File: src/rtl/core/dcld_pkg.sv
`timescale 1ns / 1ps
// ----------------------------------------------------------------------------
// dcld_pkg
// Shared types, codes and helpers of the delta count leaf decoder.
// ----------------------------------------------------------------------------
package dcld_pkg;

   // Result kinds
   localparam logic [1:0] KIND_ENTRY = 2'd0;
   localparam logic [1:0] KIND_END   = 2'd1;
   localparam logic [1:0] KIND_TRUNC = 2'd2;

   // Header byte decoding
   localparam logic [7:0] HDR_FLAG_BYTE  = 8'h80;
   localparam logic [6:0] HDR_CODE_MASK  = 7'd127;
   localparam logic [6:0] HDR_REPEAT_MIN = 7'd25;
   localparam logic [3:0] GAP_MASK       = 4'd15;

   // Front-to-back queue
   localparam int QUEUE_DEPTH = 2;
   localparam int QPTR_W      = $clog2(QUEUE_DEPTH);
   localparam int QCNT_W      = $clog2(QUEUE_DEPTH + 1);

   // Class of a byte when it is read as a header
   typedef enum logic [1:0] {
      HDR_ZERO,
      HDR_SMALL,
      HDR_FIELD,
      HDR_REPEAT
   } hdr_class_type;

   // Input transaction
   typedef struct packed {
      logic [7:0] data_byte;
      logic       first_byte;
      logic       last_byte;
   } dcld_req_type;

   // Result transaction
   typedef struct packed {
      logic [1:0]  kind;
      logic [31:0] key_value;
      logic [31:0] entry_count;
      logic        page_end;
   } dcld_rsp_type;

   // Classified byte, as queued between front and back
   typedef struct packed {
      logic [7:0]    data_byte;
      logic          first_byte;
      logic          last_byte;
      logic          big_endian;
      hdr_class_type hdr_class;
      logic [2:0]    key_len;
      logic [2:0]    cnt_len;
   } dcld_item_type;

   // Split a field code below 25 into code/5 and code%5
   function automatic logic [5:0] split_code(input logic [4:0] code);
      logic [2:0] klen;
      logic [4:0] rem;
      begin
         if (code >= 5'd20) begin
            klen = 3'd4;
         end else if (code >= 5'd15) begin
            klen = 3'd3;
         end else if (code >= 5'd10) begin
            klen = 3'd2;
         end else if (code >= 5'd5) begin
            klen = 3'd1;
         end else begin
            klen = 3'd0;
         end
         rem = code - 5'(klen * 3'd5);
         split_code = {klen, rem[2:0]};
      end
   endfunction

endpackage

File: src/rtl/core/dcld_front.sv
`timescale 1ns / 1ps
// ----------------------------------------------------------------------------
// dcld_front
// Accepts page bytes, holds the byte-order register and classifies each
// byte as a header so the back end only selects among ready-made fields.
// ----------------------------------------------------------------------------
module dcld_front import dcld_pkg::*; (
   input  logic          clock,
   input  logic          reset,
   input  logic          req_valid,
   output logic          req_stall,
   input  dcld_req_type  req_data,
   input  logic          csr_valid,
   output logic          csr_ready,
   input  logic          csr_wdata,
   input  logic          queue_full,
   output logic          push_valid,
   output dcld_item_type push_item
);

   logic       big_endian_ff;
   logic       big_endian_in;
   logic [6:0] code;
   logic [5:0] lens;

   // Byte-order register, always writable
   assign csr_ready     = 1'b1;
   assign big_endian_in = (csr_valid && csr_ready) ? csr_wdata : big_endian_ff;

   always_ff @(posedge clock) begin
      if (reset) begin
         big_endian_ff <= 1'b0;
      end else begin
         big_endian_ff <= big_endian_in;
      end
   end

   // Hold the input while the queue is full
   assign req_stall  = queue_full;
   assign push_valid = req_valid && !queue_full;

   // Classify the byte as a header
   assign code = req_data.data_byte[6:0] & HDR_CODE_MASK;
   assign lens = split_code(code[4:0]);

   always_comb begin
      push_item.data_byte  = req_data.data_byte;
      push_item.first_byte = req_data.first_byte;
      push_item.last_byte  = req_data.last_byte;
      push_item.big_endian = big_endian_ff;
      push_item.key_len    = 3'd0;
      push_item.cnt_len    = 3'd0;
      if (req_data.data_byte == 8'd0) begin
         push_item.hdr_class = HDR_ZERO;
      end else if (req_data.data_byte < HDR_FLAG_BYTE) begin
         push_item.hdr_class = HDR_SMALL;
      end else if (code >= HDR_REPEAT_MIN) begin
         push_item.hdr_class = HDR_REPEAT;
      end else begin
         push_item.hdr_class = HDR_FIELD;
         push_item.key_len   = lens[5:3];
         push_item.cnt_len   = lens[2:0];
      end
   end

endmodule

File: src/rtl/core/dcld_queue.sv
`timescale 1ns / 1ps
// ----------------------------------------------------------------------------
// dcld_queue
// Short FIFO of classified bytes between the front and the back end.
// ----------------------------------------------------------------------------
module dcld_queue import dcld_pkg::*; (
   input  logic          clock,
   input  logic          reset,
   input  logic          push_valid,
   input  dcld_item_type push_item,
   output logic          queue_full,
   output logic          pop_valid,
   input  logic          pop_ready,
   output dcld_item_type pop_item
);

   localparam logic [QCNT_W-1:0] FullCount = QCNT_W'(QUEUE_DEPTH);

   dcld_item_type       slot_ff [QUEUE_DEPTH];
   logic [QPTR_W-1:0]   wr_ptr_ff;
   logic [QPTR_W-1:0]   wr_ptr_in;
   logic [QPTR_W-1:0]   rd_ptr_ff;
   logic [QPTR_W-1:0]   rd_ptr_in;
   logic [QCNT_W-1:0]   count_ff;
   logic [QCNT_W-1:0]   count_in;
   logic                do_pop;

   assign queue_full = (count_ff == FullCount);
   assign pop_valid  = (count_ff != '0);
   assign pop_item   = slot_ff[rd_ptr_ff];
   assign do_pop     = pop_valid && pop_ready;

   // Advance pointers and occupancy
   always_comb begin
      wr_ptr_in = push_valid ? wr_ptr_ff + 1'b1 : wr_ptr_ff;
      rd_ptr_in = do_pop ? rd_ptr_ff + 1'b1 : rd_ptr_ff;
      count_in  = count_ff;
      if (push_valid && !do_pop) begin
         count_in = count_ff + 1'b1;
      end else if (!push_valid && do_pop) begin
         count_in = count_ff - 1'b1;
      end
   end

   always_ff @(posedge clock) begin
      if (reset) begin
         wr_ptr_ff <= '0;
         rd_ptr_ff <= '0;
         count_ff  <= '0;
      end else begin
         wr_ptr_ff <= wr_ptr_in;
         rd_ptr_ff <= rd_ptr_in;
         count_ff  <= count_in;
      end
   end

   // Store the pushed transaction
   always_ff @(posedge clock) begin
      if (push_valid) begin
         slot_ff[wr_ptr_ff] <= push_item;
      end
   end

endmodule

File: src/rtl/core/dcld_back.sv
`timescale 1ns / 1ps
// ----------------------------------------------------------------------------
// dcld_back
// Runs the page decoder on queued bytes: leading words, headers and field
// bytes, and drives the registered result channel.
// ----------------------------------------------------------------------------
module dcld_back import dcld_pkg::*; (
   input  logic          clock,
   input  logic          reset,
   input  logic          pop_valid,
   output logic          pop_ready,
   input  dcld_item_type pop_item,
   output logic          rsp_valid,
   input  logic          rsp_stall,
   output dcld_rsp_type  rsp_data
);

   typedef enum logic [2:0] {
      PH_IDLE,
      PH_LEAD,
      PH_HEADER,
      PH_KEYF,
      PH_CNTF
   } phase_type;

   phase_type    phase_ff, phase_in, ph;
   logic [2:0]   lead_idx_ff, lead_idx_in, idx;
   logic [31:0]  key_ff, key_in, key_cur;
   logic [31:0]  cnt_ff, cnt_in, cnt_cur;
   logic [31:0]  field_ff, field_in, field_cur;
   logic [2:0]   kleft_ff, kleft_in, kleft_cur;
   logic [2:0]   cleft_ff, cleft_in, cleft_cur;
   logic         rsp_valid_ff, rsp_valid_in;
   dcld_rsp_type rsp_data_ff, rsp_data_in;

   logic         do_pop;
   logic         emit;
   dcld_rsp_type emit_data;
   logic [7:0]   b;
   logic         last;
   logic [31:0]  lead_word, lead_new;
   logic [31:0]  field_shift;
   logic [31:0]  key_addend;
   logic         key_carry;
   logic [31:0]  key_sum;
   logic [2:0]   kleft_dec, cleft_dec;

   assign pop_ready = !rsp_valid_ff || !rsp_stall;
   assign do_pop    = pop_valid && pop_ready;
   assign b         = pop_item.data_byte;
   assign last      = pop_item.last_byte;

   // Restart state on a page start
   always_comb begin
      if (pop_item.first_byte) begin
         ph        = PH_LEAD;
         idx       = 3'd0;
         key_cur   = '0;
         cnt_cur   = '0;
         field_cur = '0;
         kleft_cur = 3'd0;
         cleft_cur = 3'd0;
      end else begin
         ph        = phase_ff;
         idx       = lead_idx_ff;
         key_cur   = key_ff;
         cnt_cur   = cnt_ff;
         field_cur = field_ff;
         kleft_cur = kleft_ff;
         cleft_cur = cleft_ff;
      end
   end

   // Shared datapath pieces
   assign lead_word   = idx[2] ? cnt_cur : key_cur;
   assign lead_new    = pop_item.big_endian ? {lead_word[23:0], b}
                                            : lead_word | ({24'd0, b} << {idx[1:0], 3'd0});
   assign field_shift = {field_cur[23:0], b};
   assign kleft_dec   = kleft_cur - 3'd1;
   assign cleft_dec   = cleft_cur - 3'd1;
   assign key_sum     = key_cur + key_addend + {31'd0, key_carry};

   always_comb begin
      key_addend = '0;
      key_carry  = 1'b0;
      case (ph)
         PH_HEADER: begin
            if (pop_item.hdr_class == HDR_SMALL) begin
               key_addend = {28'd0, b[3:0] & GAP_MASK};
            end else begin
               key_carry = 1'b1;
            end
         end
         PH_KEYF: begin
            key_addend = field_shift;
            key_carry  = 1'b1;
         end
         default: begin
            key_addend = '0;
         end
      endcase
   end

   // Decode one byte
   always_comb begin
      phase_in    = ph;
      lead_idx_in = idx;
      key_in      = key_cur;
      cnt_in      = cnt_cur;
      field_in    = field_cur;
      kleft_in    = kleft_cur;
      cleft_in    = cleft_cur;
      emit        = 1'b0;
      emit_data   = '{kind: KIND_TRUNC, key_value: '0, entry_count: '0, page_end: 1'b1};

      case (ph)
         PH_LEAD: begin
            if (idx[2]) begin
               cnt_in = lead_new;
            end else begin
               key_in = lead_new;
            end
            if (idx == 3'd7) begin
               lead_idx_in = 3'd0;
               emit        = 1'b1;
               phase_in    = last ? PH_IDLE : PH_HEADER;
               emit_data   = '{kind: KIND_ENTRY, key_value: key_cur,
                               entry_count: lead_new, page_end: last};
            end else begin
               lead_idx_in = idx + 3'd1;
               if (last) begin
                  phase_in = PH_IDLE;
                  emit     = 1'b1;
               end
            end
         end
         PH_HEADER: begin
            case (pop_item.hdr_class)
               HDR_ZERO: begin
                  phase_in  = PH_IDLE;
                  emit      = 1'b1;
                  emit_data = '{kind: KIND_END, key_value: '0, entry_count: '0,
                                page_end: 1'b1};
               end
               HDR_SMALL: begin
                  key_in    = key_sum;
                  cnt_in    = {29'd0, b[6:4]} + 32'd1;
                  emit      = 1'b1;
                  phase_in  = last ? PH_IDLE : PH_HEADER;
                  emit_data = '{kind: KIND_ENTRY, key_value: key_sum,
                                entry_count: {29'd0, b[6:4]} + 32'd1, page_end: last};
               end
               HDR_REPEAT: begin
                  emit      = 1'b1;
                  phase_in  = last ? PH_IDLE : PH_HEADER;
                  emit_data = '{kind: KIND_ENTRY, key_value: key_cur,
                                entry_count: cnt_cur, page_end: last};
               end
               default: begin
                  kleft_in = pop_item.key_len;
                  cleft_in = pop_item.cnt_len;
                  field_in = '0;
                  if (pop_item.key_len == 3'd0) begin
                     key_in = key_sum;
                  end
                  if (pop_item.cnt_len == 3'd0) begin
                     cnt_in = 32'd1;
                  end
                  if (pop_item.key_len == 3'd0 && pop_item.cnt_len == 3'd0) begin
                     emit      = 1'b1;
                     phase_in  = last ? PH_IDLE : PH_HEADER;
                     emit_data = '{kind: KIND_ENTRY, key_value: key_sum,
                                   entry_count: 32'd1, page_end: last};
                  end else if (last) begin
                     phase_in = PH_IDLE;
                     emit     = 1'b1;
                  end else begin
                     phase_in = (pop_item.key_len != 3'd0) ? PH_KEYF : PH_CNTF;
                  end
               end
            endcase
         end
         PH_KEYF: begin
            field_in = field_shift;
            kleft_in = kleft_dec;
            if (kleft_dec == 3'd0) begin
               key_in   = key_sum;
               field_in = '0;
               if (cleft_cur == 3'd0) begin
                  cnt_in    = 32'd1;
                  emit      = 1'b1;
                  phase_in  = last ? PH_IDLE : PH_HEADER;
                  emit_data = '{kind: KIND_ENTRY, key_value: key_sum,
                                entry_count: 32'd1, page_end: last};
               end else begin
                  phase_in = PH_CNTF;
               end
            end
            if (last && !emit) begin
               phase_in = PH_IDLE;
               emit     = 1'b1;
            end
         end
         PH_CNTF: begin
            field_in = field_shift;
            cleft_in = cleft_dec;
            if (cleft_dec == 3'd0) begin
               cnt_in    = field_shift + 32'd1;
               field_in  = '0;
               emit      = 1'b1;
               phase_in  = last ? PH_IDLE : PH_HEADER;
               emit_data = '{kind: KIND_ENTRY, key_value: key_cur,
                             entry_count: field_shift + 32'd1, page_end: last};
            end else if (last) begin
               phase_in = PH_IDLE;
               emit     = 1'b1;
            end
         end
         default: begin
            phase_in = PH_IDLE;
         end
      endcase
   end

   // Result register: load on a new result, drop when taken
   always_comb begin
      rsp_valid_in = rsp_valid_ff;
      rsp_data_in  = rsp_data_ff;
      if (do_pop && emit) begin
         rsp_valid_in = 1'b1;
         rsp_data_in  = emit_data;
      end else if (!rsp_stall) begin
         rsp_valid_in = 1'b0;
      end
   end

   always_ff @(posedge clock) begin
      if (reset) begin
         phase_ff     <= PH_IDLE;
         lead_idx_ff  <= 3'd0;
         key_ff       <= '0;
         cnt_ff       <= '0;
         field_ff     <= '0;
         kleft_ff     <= 3'd0;
         cleft_ff     <= 3'd0;
         rsp_valid_ff <= 1'b0;
      end else begin
         if (do_pop) begin
            phase_ff    <= phase_in;
            lead_idx_ff <= lead_idx_in;
            key_ff      <= key_in;
            cnt_ff      <= cnt_in;
            field_ff    <= field_in;
            kleft_ff    <= kleft_in;
            cleft_ff    <= cleft_in;
         end
         rsp_valid_ff <= rsp_valid_in;
      end
   end

   always_ff @(posedge clock) begin
      rsp_data_ff <= rsp_data_in;
   end

   assign rsp_valid = rsp_valid_ff;
   assign rsp_data  = rsp_data_ff;

   // Checks
   a_end_kinds_close_page: assert property (@(posedge clock) disable iff (reset)
      rsp_valid_ff && rsp_data_ff.kind != KIND_ENTRY |-> rsp_data_ff.page_end)
      else $error("non-entry result without page end");

   a_end_kinds_zero: assert property (@(posedge clock) disable iff (reset)
      rsp_valid_ff && rsp_data_ff.kind != KIND_ENTRY
         |-> rsp_data_ff.key_value == '0 && rsp_data_ff.entry_count == '0)
      else $error("non-entry result carries key or count");

   a_page_end_idles: assert property (@(posedge clock) disable iff (reset)
      do_pop && emit && emit_data.page_end |=> phase_ff == PH_IDLE)
      else $error("decoder not idle after page end");

   a_keyf_has_bytes: assert property (@(posedge clock) disable iff (reset)
      phase_ff == PH_KEYF |-> kleft_ff != 3'd0)
      else $error("key field phase with no bytes left");

   a_cntf_has_bytes: assert property (@(posedge clock) disable iff (reset)
      phase_ff == PH_CNTF |-> cleft_ff != 3'd0)
      else $error("count field phase with no bytes left");

endmodule

File: src/rtl/core/delta_count_leaf_decoder.sv
`timescale 1ns / 1ps
// ----------------------------------------------------------------------------
// delta_count_leaf_decoder
// Decodes compressed index pages, one byte per transaction, into
// (key, count) entries and page-end status.
// ----------------------------------------------------------------------------
// Usage:
//   req_*  : one page byte per transaction, with first_byte on the page's
//            first byte and last_byte on its final byte.
//   rsp_*  : zero or one result per byte: an entry, a page end without entry
//            (zero header), or a truncated entry when the page ends early.
//   csr_*  : one-bit byte-order register for the two leading words; write it
//            only while no transaction is in flight. csr_ready is always high.
// Throughput is one byte per cycle while no result is held by rsp_stall:
// the back end retires a queued byte each cycle and its key update is a
// single 32-bit add. An accepted byte is written into the two-entry front
// queue, and the back end then loads the result register from it, where
// the result can be taken.
// When rsp_stall holds a result, the back end stops, the queue fills and
// req_stall rises once two bytes wait in the queue; no transaction is lost.
// Reset clears the queue, the result register and the decoder, which then
// waits for a byte with first_byte; the byte order returns to little-endian.
// ----------------------------------------------------------------------------
module delta_count_leaf_decoder import dcld_pkg::*; (
   input  logic         clock,
   input  logic         reset,
   input  logic         req_valid,
   output logic         req_stall,
   input  dcld_req_type req_data,
   output logic         rsp_valid,
   input  logic         rsp_stall,
   output dcld_rsp_type rsp_data,
   input  logic         csr_valid,
   output logic         csr_ready,
   input  logic         csr_wdata
);

   logic          queue_full;
   logic          push_valid;
   dcld_item_type push_item;
   logic          pop_valid;
   logic          pop_ready;
   dcld_item_type pop_item;

   // Accept and classify
   dcld_front u_front (
      .clock      (clock),
      .reset      (reset),
      .req_valid  (req_valid),
      .req_stall  (req_stall),
      .req_data   (req_data),
      .csr_valid  (csr_valid),
      .csr_ready  (csr_ready),
      .csr_wdata  (csr_wdata),
      .queue_full (queue_full),
      .push_valid (push_valid),
      .push_item  (push_item)
   );

   // Decouple front and back
   dcld_queue u_queue (
      .clock      (clock),
      .reset      (reset),
      .push_valid (push_valid),
      .push_item  (push_item),
      .queue_full (queue_full),
      .pop_valid  (pop_valid),
      .pop_ready  (pop_ready),
      .pop_item   (pop_item)
   );

   // Decode and emit
   dcld_back u_back (
      .clock     (clock),
      .reset     (reset),
      .pop_valid (pop_valid),
      .pop_ready (pop_ready),
      .pop_item  (pop_item),
      .rsp_valid (rsp_valid),
      .rsp_stall (rsp_stall),
      .rsp_data  (rsp_data)
   );

endmodule
File: config.mk
export PLATFORM = sky130hd
export DESIGN_NAME = delta_count_leaf_decoder
export DESIGN_NICKNAME = d
export VERILOG_FILES = /design/src/rtl/core/dcld_pkg.sv /design/src/rtl/core/dcld_front.sv /design/src/rtl/core/dcld_queue.sv /design/src/rtl/core/dcld_back.sv /design/src/rtl/core/delta_count_leaf_decoder.sv
export SDC_FILE = /design/constraint.sdc
export NUM_CORES = 1
export LEC_CHECK = 0
export BUFFER_PORTS_ARGS = -buffer_cell sky130_fd_sc_hd__buf_2
export CAP_MARGIN = 0
export CELL_PAD_IN_SITES_DETAIL_PLACEMENT = 1
export CELL_PAD_IN_SITES_GLOBAL_PLACEMENT = 1
export CORE_MARGIN = 4
export CORE_UTILIZATION = 35
export CTS_BUF_LIST = sky130_fd_sc_hd__clkbuf_4
export DETAILED_ROUTE_END_ITERATION = 8
export GPL_TIMING_DRIVEN = 0
export HOLD_SLACK_MARGIN = 0.08
export MAX_ROUTING_LAYER = met4
export PLACE_DENSITY_LB_ADDON = 0.1
export SYNTH_ARGS = -nofsm -noshare
export SYNTH_HDL_FRONTEND = slang
export SYNTH_SLANG_ARGS = --single-unit
File: constraint.sdc
create_clock -name clock -period 9.7 [get_ports clock]
set_clock_uncertainty 0.05 [all_clocks]
set_input_delay 2.425 -clock clock [delete_from_list [all_inputs] [get_ports clock]]
set_output_delay 2.425 -clock clock [all_outputs]
set_load 0.05 [all_outputs]
==> metrics <==
ys flop type=dfxtp_1; post-route antenna net violation count=0; die span in y=216 um; leakage power figure=6.46 nW; Post-DP HPWL=64.3 mm; first-pass GRT wire length=118 mm; Synth area leaders=edfxtp_1, dfxtp_1, nor2_1, a21oi_1, nand2_1; worst min-delay path class=reg2reg; # IOs=86; Port Buf Inserts=84; Max FO, Critical Path=11; final wirelength=~83 mm; starting density of the core=0.357; depth of the worst hold-timing path=0; antenna violations before repair=6; postcts setup bufs=0; grt total ovfl=0; row cnt=75; Iter 0 DRT Violations=1832; CP arrival=9.27 ns; CP startpoint kind=register; PostCTS Resize Cnt=0; Setup crit end kind=register; final worst slack=1.02 ns; Max Buffers Root-to-Sink=3; worst skew pair latency=0.84 ns; via count of the first global-routing pass=approximately 17000; Yosys warnings=0; sequential share of the synthesized area=0.350; share of post-route cells with drive strength above 1=0.128; type of the worst setup path=reg2reg; clk sinks=212; fraction of registers with async set/reset=0; largest net degree at the start of global routing=28; Routability Congestion=roughly 0.98; die width=between 200 and 250 um; Worst Tran Pin Value=1.40 ns; Final Max Slew Viols=0; Worst Path Required=10.29 ns; Hold Vio Cnt, Final=0; Synth area leader=edfxtp_1; post-DR vias/cell=around 6.3; dpl ws=about 1.4 ns; DR WL/cell=31.6 um; cts bufs inserted=68; CTS clk-pin slew, worst paths=0.07 ns; outcome=finished, final reports clean; DRT Pass-1 Iters=6; VDD IR-drop max=roughly 0.00015 V; nets@finish=2057; Setup TNS=0 ns; Post-synth EDFFs=105; Synth Net Count=1900; core area=42300 sq um; DP Area=16400 sq um; cell area after layout=about 17000 sq um; Pwr Total=4.36 mW; clock root cell=clkbuf_4; DIE AREA=46600 sq um; max-cap violations=0; CTS tree=yes; Synth-to-Final Area Change=14.3%; Fill cells=5190; Synth top area share=0.209; H-tree depth=3; final core utilization=0.408; RSZ-0062 raised after global routing=false; Yosys cell types=96; Max-slew headroom=0.0639; Seq cells post-synth=212; Syn Inst Count=about 1800; GR Util All Layers=0.356; fin crit period=slightly below 9 ns; routed vias=16680; Syn Std Cell Area=~15000 sq um; Power Dens Cells=252 nW/um^2; Max Fclk=between 0.1 and 0.15 GHz; count leader, synth=nor2_1; synth cell count leaders=nor2_1, nand2_1, a21oi_1; Setup Viol. Count Final=0; Mean Syn Cell Area=8.23 sq um; worst reg-to-reg path cell count=17; final worst path period share=0.895; hold buffer count at CTS=0; DRC=0
==> kinds of logic (layout without fill, tap and decap cells) <==
logic type                 count (synthesis)  after routing  synth area share
other                                      1              9          0.000248
xor gates and xnor gates                  54             54            0.0313
muxes                                     71             71            0.0485
and+or+nand+nor                          644            644             0.201
DFF                                      212            212             0.350
AOI/OAI and AO/OA                        620            620             0.278
adders and majority gates                 48             48            0.0412
buffers and inverters                    186            396            0.0497
==> per-layer routing <==
layer / track usage / vias to the layer above / routed length, um / part of all wire
li1: - / 7220 / - / -
met1: 0.456 / 8393 / 34800 / 0.42
met2: 0.541 / 843 / 37100 / 0.45
met3: 0.0665 / 224 / 6480 / 0.078
met4: 0.178 / 0 / 4860 / 0.058
met5: - / - / 0 / 0
==> cell type report <==
class | count | area (sq um) | share of cell area
plain buffers | 121 | 507 | 0.0293
well taps | 577 | 722 | 0.0418
repair buffers | 87 | 488 | 0.0283
clock inverters | 32 | 216 | 0.0125
diodes | 8 | 20.0 | 0.00116
multi-input cells | 1438 | 9100 | 0.527
inverters | 65 | 244 | 0.0141
clock buffers | 91 | 683 | 0.0396
flip-flops and latches | 212 | 5300 | 0.307
==> through the flow <==
step                      hold slack [ns]  std cells
final                               0.406       2631
after global placement              0.382       2497
after floorplan                     0.375       1836
after CTS                           0.418       2623
after global routing                0.426       2630
after detailed placement            0.403       2500
==> path summary, 6_finish.rpt <==
| path | start | to | slack [ns] |
|---|---|---|---|
| worst max-delay path | register | u_back.key_ff[20] | 1.02 |
| worst min-delay path | u_front.big_endian_ff | u_queue.slot_ff[1][8] | 0.41 |
| worst max register to register | register | u_back.key_ff[20] | 1.02 |
| worst min register to register | u_front.big_endian_ff | u_queue.slot_ff[1][8] | 0.41 |
==> sequential cells by signal (all words and copies together), names as in the netlist, named ones only <==
register and flops:
u_back.phase_ff 3, u_back.field_ff 24, u_back.key_ff 32, u_back.lead_idx_ff 3, u_back.cnt_ff 32, u_back.cleft_ff 3, u_back.kleft_ff 3, u_front.big_endian_ff 1
u_queue.rd_ptr_ff 1, u_queue.slot_ff 38, u_back.rsp_valid 1, u_queue.wr_ptr_ff 1, u_queue.count_ff 2, u_back.rsp_data 67
==> layout by cell type, fill, tap and decap left out, types with 12 or more instances in the layout <==
cell	count
nor3_1	41
a221o_1	21
ha_1	45
nor2_1	239
a21oi_1	158
buf_2	102
nand3_1	29
a22o_1	12
o21a_1	15
clkbuf_1	87
o21ai_0	121
a21o_1	27
edfxtp_1	105
clkinv_1	21
a22oi_1	51
nand2b_1	14
o211ai_1	17
inv_1	62
and3_1	29
mux2i_1	57
or3_1	14
nand2_1	178
a221oi_1	15
a31oi_1	12
xnor2_1	33
and2_1	19
xor2_1	21
clkbuf_4	91
o221ai_1	20
o22ai_1	28
dfxtp_1	107
o31ai_1	12
a211oi_1	21
==> power breakdown <==
| group | internal, mW | total, mW | switching, mW |
|---|---|---|---|
| Combinational | 0.513 | 2.17 | 1.66 |
| Clock | 0.521 | 0.996 | 0.475 |
| Sequential | 1.07 | 1.19 | 0.124 |
==> critical path, cell delays in order, from the launching register on <==
cell,delay [ns]
dfxtp_1,0.47
mux2i_2,1.05
buf_4,0.38
buf_2,0.35
buf_2,0.43
buf_1,0.83
clkbuf_1,0.87
clkbuf_1,0.51
and3_1,0.37
ha_1,0.27
clkbuf_1,0.21
a21o_1,0.22
o311ai_0,0.93
a31oi_1,0.24
o41ai_2,0.78
o21ai_0,0.25
o21ai_0,0.20
a21oi_1,0.08
No activity file was read; power rests on OpenSTA's default activity.
